File: config.mk
export PLATFORM = sky130hd
export DESIGN_NAME = vector_clock_snapshot_recorder
export DESIGN_NICKNAME = d
export VERILOG_FILES = /design/src/rtl/core/vcs_pkg.sv /design/src/rtl/core/vcs_front.sv /design/src/rtl/core/vcs_job_fifo.sv /design/src/rtl/core/vcs_back.sv /design/src/rtl/core/vector_clock_snapshot_recorder.sv
export SDC_FILE = /design/constraint.sdc
export NUM_CORES = 1
export LEC_CHECK = 0
export BUFFER_PORTS_ARGS = -buffer_cell sky130_fd_sc_hd__clkbuf_2
export CORE_UTILIZATION = 34
export DETAILED_ROUTE_END_ITERATION = 10
export PLACE_DENSITY = 0.6
export SLEW_MARGIN = 20
export SYNTH_ARGS = -nofsm -noshare
export SYNTH_HDL_FRONTEND = slang
export SYNTH_SLANG_ARGS = --single-unit
File: constraint.sdc
create_clock -name clk -period 17.6 [get_ports clk]
set_input_delay 3.52 -clock clk [delete_from_list [all_inputs] [get_ports clk]]
set_output_delay 3.52 -clock clk [all_outputs]
set_load 0.005 [all_outputs]
File: src/rtl/core/vcs_pkg.sv
// Shared types and codes for the vector clock snapshot recorder.
`timescale 1ns / 1ps

package vcs_pkg;

  // Input modes (carried on in_tuser)
  localparam logic [2:0] MODE_LOCAL  = 3'd0;
  localparam logic [2:0] MODE_SEND   = 3'd1;
  localparam logic [2:0] MODE_RECV   = 3'd2;
  localparam logic [2:0] MODE_MARKER = 3'd3;
  localparam logic [2:0] MODE_START  = 3'd4;

  // Result kinds (carried on out_tuser)
  localparam logic [1:0] KIND_UPDATE = 2'd0;
  localparam logic [1:0] KIND_MSG    = 2'd1;
  localparam logic [1:0] KIND_MARKER = 2'd2;
  localparam logic [1:0] KIND_REPORT = 2'd3;

  // Fixed field widths on the stream ports
  localparam int ID_W       = 2;
  localparam int MODE_W     = 3;
  localparam int PORT_CLK_W = 32;
  localparam int PORT_CLKS  = 3;
  localparam int IN_DATA_W  = 104;  // 2+2+3*32 = 100, padded to bytes
  localparam int OUT_DATA_W = 104;  // 2+3*32 = 98, padded to bytes
  localparam int OUT_USER_W = 3;

  // Control part of one queued job; its clock vector travels beside it
  typedef struct packed {
    logic            upd;   // one clock update or outgoing message
    logic            mk;    // markers to every other process
    logic            rep;   // snapshot report after the markers
    logic [1:0]      kind;  // kind of the update result
    logic [ID_W-1:0] peer;  // peer of the update result
    logic            rec;   // update belongs to recorded channel state
    logic [ID_W-1:0] me;    // own index, skipped in the marker run
  } vcs_job_t;

endpackage

File: src/rtl/core/vcs_front.sv
// Front end: accepts items, keeps the clock and snapshot state, issues jobs.
`timescale 1ns / 1ps

module vcs_front #(
  parameter int NUM_PROCS   = 3,
  parameter int CLOCK_WIDTH = 32
) (
  input  logic                                   clk,
  input  logic                                   rst_n,
  input  logic                                   cfg_wr_en,
  input  logic [vcs_pkg::ID_W-1:0]               cfg_wr_data,
  input  logic                                   in_tvalid,
  output logic                                   in_tready,
  input  logic [vcs_pkg::MODE_W-1:0]             in_tuser,
  input  logic [vcs_pkg::IN_DATA_W-1:0]          in_tdata,
  output logic                                   job_valid,
  input  logic                                   job_ready,
  output vcs_pkg::vcs_job_t                      job,
  output logic [NUM_PROCS-1:0][CLOCK_WIDTH-1:0]  job_clock
);
  import vcs_pkg::*;

  typedef logic [NUM_PROCS-1:0][CLOCK_WIDTH-1:0] vclk_t;

  logic [ID_W-1:0]      pid_r;
  vclk_t                local_r, local_nxt;
  vclk_t                saved_r, saved_nxt;
  logic                 active_r, active_nxt;
  logic                 finished_r, finished_nxt;
  logic [NUM_PROCS-1:0] seen_r, seen_nxt;

  logic            accept;
  logic [ID_W-1:0] me;
  logic [2:0]      mode;
  logic [ID_W-1:0] src;
  logic [ID_W-1:0] dst;
  logic            src_ok;
  logic            seen_src;
  logic            emit;
  vclk_t           msg;
  vclk_t           bumped;
  vclk_t           merged;

  assign in_tready = job_ready;
  assign accept    = in_tvalid & job_ready;
  assign job_valid = accept & emit;

  assign mode   = in_tuser;
  assign src    = in_tdata[1:0];
  assign dst    = in_tdata[3:2];
  assign src_ok = (32'(src) < NUM_PROCS);
  assign me     = (32'(pid_r) >= NUM_PROCS) ? ID_W'(NUM_PROCS - 1) : pid_r;

  // Own entry bumped, then element-wise max with the message clock
  always_comb begin
    seen_src = 1'b0;
    for (int i = 0; i < NUM_PROCS; i++) begin
      msg[i]    = CLOCK_WIDTH'(in_tdata[2*ID_W + PORT_CLK_W*i +: PORT_CLK_W]);
      bumped[i] = local_r[i] + CLOCK_WIDTH'(ID_W'(i) == me);
      merged[i] = (bumped[i] < msg[i]) ? msg[i] : bumped[i];
      if (ID_W'(i) == src) begin
        seen_src = seen_r[i];
      end
    end
  end

  // Per-mode state update and job
  always_comb begin
    local_nxt    = local_r;
    saved_nxt    = saved_r;
    active_nxt   = active_r;
    finished_nxt = finished_r;
    seen_nxt     = seen_r;
    job          = '0;
    job.me       = me;
    job_clock    = local_r;
    emit         = 1'b0;
    case (mode)
      MODE_LOCAL, MODE_SEND: begin
        local_nxt = bumped;
        job_clock = bumped;
        job.upd   = 1'b1;
        job.kind  = (mode == MODE_SEND) ? KIND_MSG : KIND_UPDATE;
        job.peer  = (mode == MODE_SEND) ? dst : '0;
        emit      = 1'b1;
      end
      MODE_RECV: begin
        local_nxt = merged;
        job_clock = merged;
        job.upd   = 1'b1;
        job.kind  = KIND_UPDATE;
        job.rec   = active_r & src_ok & ~seen_src;
        emit      = 1'b1;
      end
      MODE_MARKER: begin
        if (src_ok) begin
          // first marker starts the snapshot
          if (!active_r) begin
            active_nxt = 1'b1;
            saved_nxt  = local_r;
            job.mk     = 1'b1;
            for (int i = 0; i < NUM_PROCS; i++) begin
              if (ID_W'(i) == me) seen_nxt[i] = 1'b1;
            end
          end
          for (int i = 0; i < NUM_PROCS; i++) begin
            if (ID_W'(i) == src) seen_nxt[i] = 1'b1;
          end
          if (!finished_r && (&seen_nxt)) begin
            finished_nxt = 1'b1;
            job.rep      = 1'b1;
          end
          job_clock = active_r ? saved_r : local_r;
          emit      = job.mk | job.rep;
        end
      end
      MODE_START: begin
        if (!active_r && !finished_r) begin
          active_nxt = 1'b1;
          saved_nxt  = local_r;
          job.mk     = 1'b1;
          for (int i = 0; i < NUM_PROCS; i++) begin
            if (ID_W'(i) == me) seen_nxt[i] = 1'b1;
          end
          emit = 1'b1;
        end
      end
      default: begin
      end
    endcase
  end

  always_ff @(posedge clk) begin
    if (!rst_n) begin
      pid_r      <= '0;
      local_r    <= '0;
      saved_r    <= '0;
      active_r   <= 1'b0;
      finished_r <= 1'b0;
      seen_r     <= '0;
    end else begin
      if (cfg_wr_en) begin
        pid_r <= cfg_wr_data;
      end
      if (accept) begin
        local_r    <= local_nxt;
        saved_r    <= saved_nxt;
        active_r   <= active_nxt;
        finished_r <= finished_nxt;
        seen_r     <= seen_nxt;
      end
    end
  end

  // A finished snapshot was always started first
  a_fin_implies_active: assert property (@(posedge clk) disable iff (!rst_n)
    finished_r |-> active_r)
    else $error("snapshot finished without being active");

endmodule

File: src/rtl/core/vcs_job_fifo.sv
// Short register queue of jobs between the front end and the result sequencer.
`timescale 1ns / 1ps

module vcs_job_fifo #(
  parameter int WIDTH = 8,
  parameter int DEPTH = 4
) (
  input  logic             clk,
  input  logic             rst_n,
  input  logic             push,
  input  logic [WIDTH-1:0] push_data,
  output logic             full,
  input  logic             pop,
  output logic [WIDTH-1:0] head_data,
  output logic             empty
);
  localparam int PTR_W = (DEPTH > 1) ? $clog2(DEPTH) : 1;
  localparam int CNT_W = $clog2(DEPTH + 1);

  logic [WIDTH-1:0] mem_r [DEPTH];
  logic [PTR_W-1:0] wr_ptr_r, wr_ptr_nxt;
  logic [PTR_W-1:0] rd_ptr_r, rd_ptr_nxt;
  logic [CNT_W-1:0] count_r, count_nxt;
  logic             do_push;
  logic             do_pop;

  assign full      = (count_r == CNT_W'(DEPTH));
  assign empty     = (count_r == '0);
  assign do_push   = push & ~full;
  assign do_pop    = pop & ~empty;
  assign head_data = mem_r[rd_ptr_r];

  // Pointer wrap and fill count
  always_comb begin
    wr_ptr_nxt = wr_ptr_r;
    rd_ptr_nxt = rd_ptr_r;
    count_nxt  = count_r;
    if (do_push) begin
      wr_ptr_nxt = (wr_ptr_r == PTR_W'(DEPTH - 1)) ? '0 : wr_ptr_r + 1'b1;
    end
    if (do_pop) begin
      rd_ptr_nxt = (rd_ptr_r == PTR_W'(DEPTH - 1)) ? '0 : rd_ptr_r + 1'b1;
    end
    case ({do_push, do_pop})
      2'b10:   count_nxt = count_r + 1'b1;
      2'b01:   count_nxt = count_r - 1'b1;
      default: count_nxt = count_r;
    endcase
  end

  always_ff @(posedge clk) begin
    if (!rst_n) begin
      wr_ptr_r <= '0;
      rd_ptr_r <= '0;
      count_r  <= '0;
    end else begin
      wr_ptr_r <= wr_ptr_nxt;
      rd_ptr_r <= rd_ptr_nxt;
      count_r  <= count_nxt;
    end
  end

  always_ff @(posedge clk) begin
    if (do_push) begin
      mem_r[wr_ptr_r] <= push_data;
    end
  end

  a_pop_not_empty: assert property (@(posedge clk) disable iff (!rst_n)
    pop |-> !empty)
    else $error("job queue popped while empty");

endmodule

File: src/rtl/core/vcs_back.sv
// Result sequencer: expands each queued job into its run of result items.
`timescale 1ns / 1ps

module vcs_back #(
  parameter int NUM_PROCS   = 3,
  parameter int CLOCK_WIDTH = 32
) (
  input  logic                                   clk,
  input  logic                                   rst_n,
  input  logic                                   head_valid,
  input  vcs_pkg::vcs_job_t                      head_job,
  input  logic [NUM_PROCS-1:0][CLOCK_WIDTH-1:0]  head_clock,
  output logic                                   pop,
  output logic                                   out_tvalid,
  input  logic                                   out_tready,
  output logic [vcs_pkg::OUT_DATA_W-1:0]         out_tdata,
  output logic [vcs_pkg::OUT_USER_W-1:0]         out_tuser,
  output logic                                   out_tlast
);
  import vcs_pkg::*;

  localparam int SUB_W = (NUM_PROCS > 1) ? $clog2(NUM_PROCS) : 1;
  localparam logic [63:0] CMASK = {64{1'b1}} >> (64 - CLOCK_WIDTH);
  localparam logic [PORT_CLK_W-1:0] MARK = CMASK[PORT_CLK_W-1:0];

  logic [SUB_W-1:0] sub_r, sub_nxt;
  logic             valid_r, valid_nxt;
  logic [1:0]       kind_r, kind_nxt;
  logic [ID_W-1:0]  peer_r, peer_nxt;
  logic             rec_r, rec_nxt;
  logic             last_r, last_nxt;
  logic [PORT_CLKS-1:0][PORT_CLK_W-1:0] clk_r, clk_nxt;

  logic            load;
  logic            is_marker;
  logic [ID_W-1:0] j;
  logic [63:0]     wide;

  // Output slot is free or being emptied this cycle
  assign load = head_valid & (~valid_r | out_tready);
  assign pop  = load & last_nxt;
  assign j    = ID_W'(sub_r);

  // Result number sub_r of the head job
  always_comb begin
    wide      = '0;
    is_marker = ~head_job.upd & head_job.mk & (32'(j) < NUM_PROCS - 1);
    kind_nxt  = head_job.upd ? head_job.kind : (is_marker ? KIND_MARKER : KIND_REPORT);
    peer_nxt  = head_job.upd ? head_job.peer
              : (is_marker ? j + ID_W'(j >= head_job.me) : '0);
    rec_nxt   = head_job.upd & head_job.rec;
    last_nxt  = head_job.upd | ~is_marker
              | ((32'(j) == NUM_PROCS - 2) & ~head_job.rep);
    for (int i = 0; i < PORT_CLKS; i++) begin
      clk_nxt[i] = '0;
      if (is_marker) begin
        clk_nxt[i] = MARK;
      end else if (i < NUM_PROCS) begin
        wide       = 64'(head_clock[i]);
        clk_nxt[i] = wide[PORT_CLK_W-1:0];
      end
    end
    sub_nxt   = sub_r;
    valid_nxt = valid_r & ~out_tready;
    if (load) begin
      valid_nxt = 1'b1;
      sub_nxt   = last_nxt ? '0 : sub_r + 1'b1;
    end
  end

  always_ff @(posedge clk) begin
    if (!rst_n) begin
      valid_r <= 1'b0;
      sub_r   <= '0;
    end else begin
      valid_r <= valid_nxt;
      sub_r   <= sub_nxt;
    end
  end

  always_ff @(posedge clk) begin
    if (load) begin
      kind_r <= kind_nxt;
      peer_r <= peer_nxt;
      rec_r  <= rec_nxt;
      last_r <= last_nxt;
      clk_r  <= clk_nxt;
    end
  end

  assign out_tvalid = valid_r;
  assign out_tdata  = OUT_DATA_W'({clk_r, peer_r});
  assign out_tuser  = {rec_r, kind_r};
  assign out_tlast  = last_r;

  a_sub_idle: assert property (@(posedge clk) disable iff (!rst_n)
    !head_valid |-> sub_r == '0)
    else $error("result index left nonzero with no job pending");

  a_sub_range: assert property (@(posedge clk) disable iff (!rst_n)
    head_valid |-> 32'(sub_r) < NUM_PROCS)
    else $error("result index beyond the longest run");

  a_marker_clean: assert property (@(posedge clk) disable iff (!rst_n)
    valid_r && (kind_r == KIND_MARKER) |-> !rec_r && (peer_r != head_job.me || !load))
    else $error("marker flagged as recorded or sent to self");

endmodule

File: src/rtl/core/vector_clock_snapshot_recorder.sv
// Top level of the vector clock snapshot recorder.
`timescale 1ns / 1ps

// Keeps one process's vector clock and its part in a marker-based snapshot.
// The front end takes one item per clock while the job queue (four jobs) has
// room; clock, marker and snapshot state are updated in that same cycle, so
// a receive is folded into the clock with one compare per entry and the next
// item can follow at once. The result sequencer behind the queue sends one
// result item per clock: local events, sends and receives give one result,
// a snapshot start gives NUM_PROCS-1 markers, a marker that starts and also
// completes the snapshot gives NUM_PROCS, so the sustained rate is one item
// per clock as long as the mix of items averages one result each. Items that
// give no result queue no job. The output register holds a result
// while the next one is prepared, so a stalled sink only fills the queue.
module vector_clock_snapshot_recorder #(
  parameter int NUM_PROCS   = 3,
  parameter int CLOCK_WIDTH = 32
) (
  input  logic                            clk,
  input  logic                            rst_n,
  input  logic                            cfg_wr_en,
  input  logic [vcs_pkg::ID_W-1:0]        cfg_wr_data,   // process_id
  input  logic                            in_tvalid,
  output logic                            in_tready,
  input  logic [vcs_pkg::MODE_W-1:0]      in_tuser,      // mode
  // sender_id, dest_id, msg_clock_0, msg_clock_1, msg_clock_2, zero pad
  input  logic [vcs_pkg::IN_DATA_W-1:0]   in_tdata,
  output logic                            out_tvalid,
  input  logic                            out_tready,
  // peer_id, clock_0, clock_1, clock_2, zero pad
  output logic [vcs_pkg::OUT_DATA_W-1:0]  out_tdata,
  output logic [vcs_pkg::OUT_USER_W-1:0]  out_tuser,     // kind, recorded
  output logic                            out_tlast      // last
);
  import vcs_pkg::*;

  localparam int JOB_DEPTH = 4;
  localparam int CLKV_W    = NUM_PROCS * CLOCK_WIDTH;
  localparam int JOB_W     = $bits(vcs_job_t) + CLKV_W;

  logic                                  f_valid;
  logic                                  q_full;
  logic                                  q_empty;
  logic                                  q_pop;
  vcs_job_t                              f_job;
  logic [NUM_PROCS-1:0][CLOCK_WIDTH-1:0] f_clock;
  logic [JOB_W-1:0]                      q_head;
  vcs_job_t                              h_job;
  logic [NUM_PROCS-1:0][CLOCK_WIDTH-1:0] h_clock;

  assign h_job   = q_head[JOB_W-1:CLKV_W];
  assign h_clock = q_head[CLKV_W-1:0];

  vcs_front #(
    .NUM_PROCS  (NUM_PROCS),
    .CLOCK_WIDTH(CLOCK_WIDTH)
  ) u_front (
    .clk        (clk),
    .rst_n      (rst_n),
    .cfg_wr_en  (cfg_wr_en),
    .cfg_wr_data(cfg_wr_data),
    .in_tvalid  (in_tvalid),
    .in_tready  (in_tready),
    .in_tuser   (in_tuser),
    .in_tdata   (in_tdata),
    .job_valid  (f_valid),
    .job_ready  (~q_full),
    .job        (f_job),
    .job_clock  (f_clock)
  );

  vcs_job_fifo #(
    .WIDTH(JOB_W),
    .DEPTH(JOB_DEPTH)
  ) u_queue (
    .clk      (clk),
    .rst_n    (rst_n),
    .push     (f_valid),
    .push_data({f_job, f_clock}),
    .full     (q_full),
    .pop      (q_pop),
    .head_data(q_head),
    .empty    (q_empty)
  );

  vcs_back #(
    .NUM_PROCS  (NUM_PROCS),
    .CLOCK_WIDTH(CLOCK_WIDTH)
  ) u_back (
    .clk       (clk),
    .rst_n     (rst_n),
    .head_valid(~q_empty),
    .head_job  (h_job),
    .head_clock(h_clock),
    .pop       (q_pop),
    .out_tvalid(out_tvalid),
    .out_tready(out_tready),
    .out_tdata (out_tdata),
    .out_tuser (out_tuser),
    .out_tlast (out_tlast)
  );

endmodule

==> flow_metrics.py <==
metrics = {
    "global_routing": {
        "grt_overflow": 0,
        "grt_first_pass_wirelength_mm": 163.3,
        "grt_pass1_vias": 24970,
        "grt_usage_pct": 19.70,
        "antenna_found_initial": 26,
        "grt_max_degree": 100,
    },
    "logic_synthesis": {
        "synth-edff-count": 522,
        "async_flop_share_pct": 0,
        "synth_compound_area_share_pct": 12.69,
        "yosysMostFrequentCell": "edfxtp_1",
        "yosys_warnings": 0,
        "synth-main-ff-cell": "edfxtp_1",
        "synth.distinct_cells": 88,
        "synthCells": 3361,
        "synth_top_area_share_pct": 42.56,
        "synth_xor_area_share_pct": 2.178,
        "ys_seq_elements": 733,
        "synth_top_family_by_area": "simple AND/OR/NAND/NOR gates",
        "synthAdderAreaFrac_pct": 3.757,
        "synth_area_sq_um": 36830,
        "postSynthAreaPerCell_sq_um": 10.96,
        "synth_common_cells": "edfxtp_1 (522), nand2_1 (442), a21oi_1 (276)",
        "synth_top_area_cell": "edfxtp_1",
        "synth_mux_area_share_pct": 8.249,
        "synthTopCellsByArea": "edfxtp_1 (43%), dfxtp_1 (11%), mux4_2 (6.4%)",
        "synth_simple_gate_area_share_pct": 14.31,
        "yosysSeqAreaShare_pct": 54.03,
    },
    "min_path": {
        "min_from": "u_front.local_r[63]",
        "hp-class": "reg2reg",
    },
    "floorplanning": {
        "fp.dieW_microns": 331.1,
        "io_pins": 224,
        "dieArea_sq_um": 109600,
        "coreArea_sq_um": 107200,
        "dieHeight_microns": 331.1,
        "num_rows": 120,
        "start_util_pct": 34.35,
    },
    "routing": {
        "avgViaCountPerCell": 5.564,
        "drc": 0,
        "dr.pass1.iters": 9,
        "first_iter_violations": 3116,
        "vias": 27240,
        "ant_nets": 0,
        "routed_wl_mm": 110.6,
        "wl_per_cell_microns": 22.58,
    },
    "power_and_ir_drop": {
        "powerDensity_nw_per_um2": 117.4,
        "power_leakage_nw": 14.46,
        "irDropWorstVdd_mv": 0.09297,
    },
    "clock_network": {
        "cts_tree": "done",
        "post-cts-setup-buffers": 0,
        "cts_buffers": 78,
        "root_buffer": "clkbuf_16",
        "hold_buffers": 0,
        "cts_sinks": 733,
        "clk_transition_reported_paths_ps": 60,
        "clock_latency_ps": 660,
        "cts-resized-gates": 0,
        "htreeDepth": 3,
        "clk_path_buf_depth": 3,
    },
    "timing": {
        "rsz0062_at_grt": "no",
        "finalHoldViolCount": 0,
        "fmax_mhz": 127.5,
        "relSlewSlack_pct": 28.28,
        "tightest_slew_ps": 1072,
        "fin_crit_ps": 7842,
        "worst_clock_skew_ps": 33.55,
        "slew_violations": 0,
        "fin_crit_sh_pct": 44.56,
        "setup_viol": 0,
        "setup_tns_ps": 0,
    },
    "setup_path": {
        "slowest_delay_ps": 910,
        "critical_path.cell_chain": "clkbuf_2 > and2_0 > nand3_1 > nor4_1 > o21ai_0 > nand2_1 > and2_4 > buf_4",
        "path_class": "in2reg",
        "rrSetupSlack_ps": 10610,
        "end_kind": "flop",
        "critPathRequiredTime_ps": 17870,
        "startpoint": "in_tuser[1]",
        "startpoint_type": "input port",
        "crit_fanout": 56,
        "reg2reg_from": "u_front.pid_r[1]",
        "path_delay_family": "simple AND/OR/NAND/NOR gates",
        "cp_data_arrival_time_ps": 8110,
        "critPathBufInv": 2,
        "crit_slowest_cell": "nor4_1",
    },
    "final_layout": {
        "nFillCells": 10360,
        "drive_gt1_share_pct": 18.40,
        "regArea_sq_um": 19910,
        "multi_input_area_sq_um": 15270,
        "final_nets": 3644,
        "final_util_pct": 38.77,
        "syn_to_final_growth_pct": 12.84,
    },
    "placed_design": {
        "port_buffers": 213,
        "dp_hpwl_mm": 71.02,
        "gp_congestion": 0.8951,
    },
    "status": {
        "status": "finished, final reports clean",
    },
    "flow_run": {
        "max-cap-violations": 0,
    },
}
placed cells by master (no fill, tap or decap), types with 105 or more instances in the layout:
master	synthesis	final
a21oi_1	276	275
o21ai_0	137	136
dfxtp_1	211	209
ha_1	109	109
mux4_2	105	105
nand3_1	147	146
nand2_1	442	438
clkbuf_2	1	211
inv_1	135	133
edfxtp_1	522	522
nor2_1	144	142
layer usage:
metal / up-vias / track usage, % / wire, microns
met3: 179 / 4.724 / 10400
met2: 1085 / 29.53 / 48560
met1: 13330 / 28.11 / 49050
li1: 12610 / - / -
met5: - / 0 / 225
met4: 38 / 5.754 / 2328
final timing paths:
path,cells after the start,endpoint
hold reg to reg,2,u_front.saved_r[63]
hold / removal,2,u_front.saved_r[63]
setup reg to reg,17,u_queue.mem_r[0][24]
setup / recovery,8,u_queue.mem_r[3][8]
area by class of cell:
class	instances	area share, %
Antenna cell	9	0.05419
Clock buffer	106	5.166
Timing Repair Buffer	264	3.529
Multi-Input combinational cell	2205	36.73
Sequential cell	733	47.90
Inverter	138	1.259
Clock inverter	38	1.132
Tap cell	1403	4.224
cell families (layout without fill, tap and decap cells):
group                    count (synthesis)  after routing
AND/OR/NAND/NOR                       1102           1102
flip-flops                             733            733
AO/OA/AOI/OAI                          726            726
buffers and inverters                  428            546
multiplexers                           172            172
adder cells (fa/ha/maj)                110            110
XOR/XNOR                                89             89
other                                    1             15
metrics by stage:
stage / cells / setup WS [ps] / power (mW) / instance area [sq um] / hold WS [ps]
2_1_floorplan: 3366 / 9525 / 2.861 / 36850 / 435.7
3_3_place_gp: 4743 / 9407 / 3.247 / 38920 / 440.9
3_5_place_dp: 4743 / 9271 / 3.256 / 38920 / 446.3
4_1_cts: 4887 / 9981 / 4.941 / 41530 / 447.3
5_1_grt: 4889 / 9634 / 5.084 / 41540 / 470.6
6_report: 4896 / 9758 / 4.880 / 41560 / 451.7
registers in the layout (all words and copies together) (netlist names), 2 cells and up, named ones only:
| register | flops |
|---|---|
| u_front.seen_r | 3 |
| u_back.kind_r | 2 |
| u_front.pid_r | 2 |
| u_queue.wr_ptr_r | 2 |
| u_back.out_tdata | 96 |
| u_back.peer_r | 2 |
| u_queue.count_r | 3 |
| u_back.j | 2 |
| u_queue.rd_ptr_r | 2 |
| u_queue.mem_r | 420 |
| u_front.local_r | 96 |
| u_front.saved_r | 96 |
power by group:
group	switching, mW	total (mW)	internal, mW
clock network	0.725	1.68	0.959
registers	0.0960	2.21	2.12
logic	0.582	0.984	0.402
worst register-to-register path: stages (launching register included):
cell and delay [ps]:
dfxtp_1 490, nor2_1 480, ha_1 290, nand3_1 300, or3_4 530, nor3_4 390
and2_4 260, nand4_1 150, xnor2_2 300, ha_1 320, a21oi_1 160, a21oi_1 120
a2111oi_4 510, inv_2 410, nor3_4 740, buf_4 460, a22oi_1 150, a221oi_1 620
Note: power is estimated with default switching activity, not from simulation.
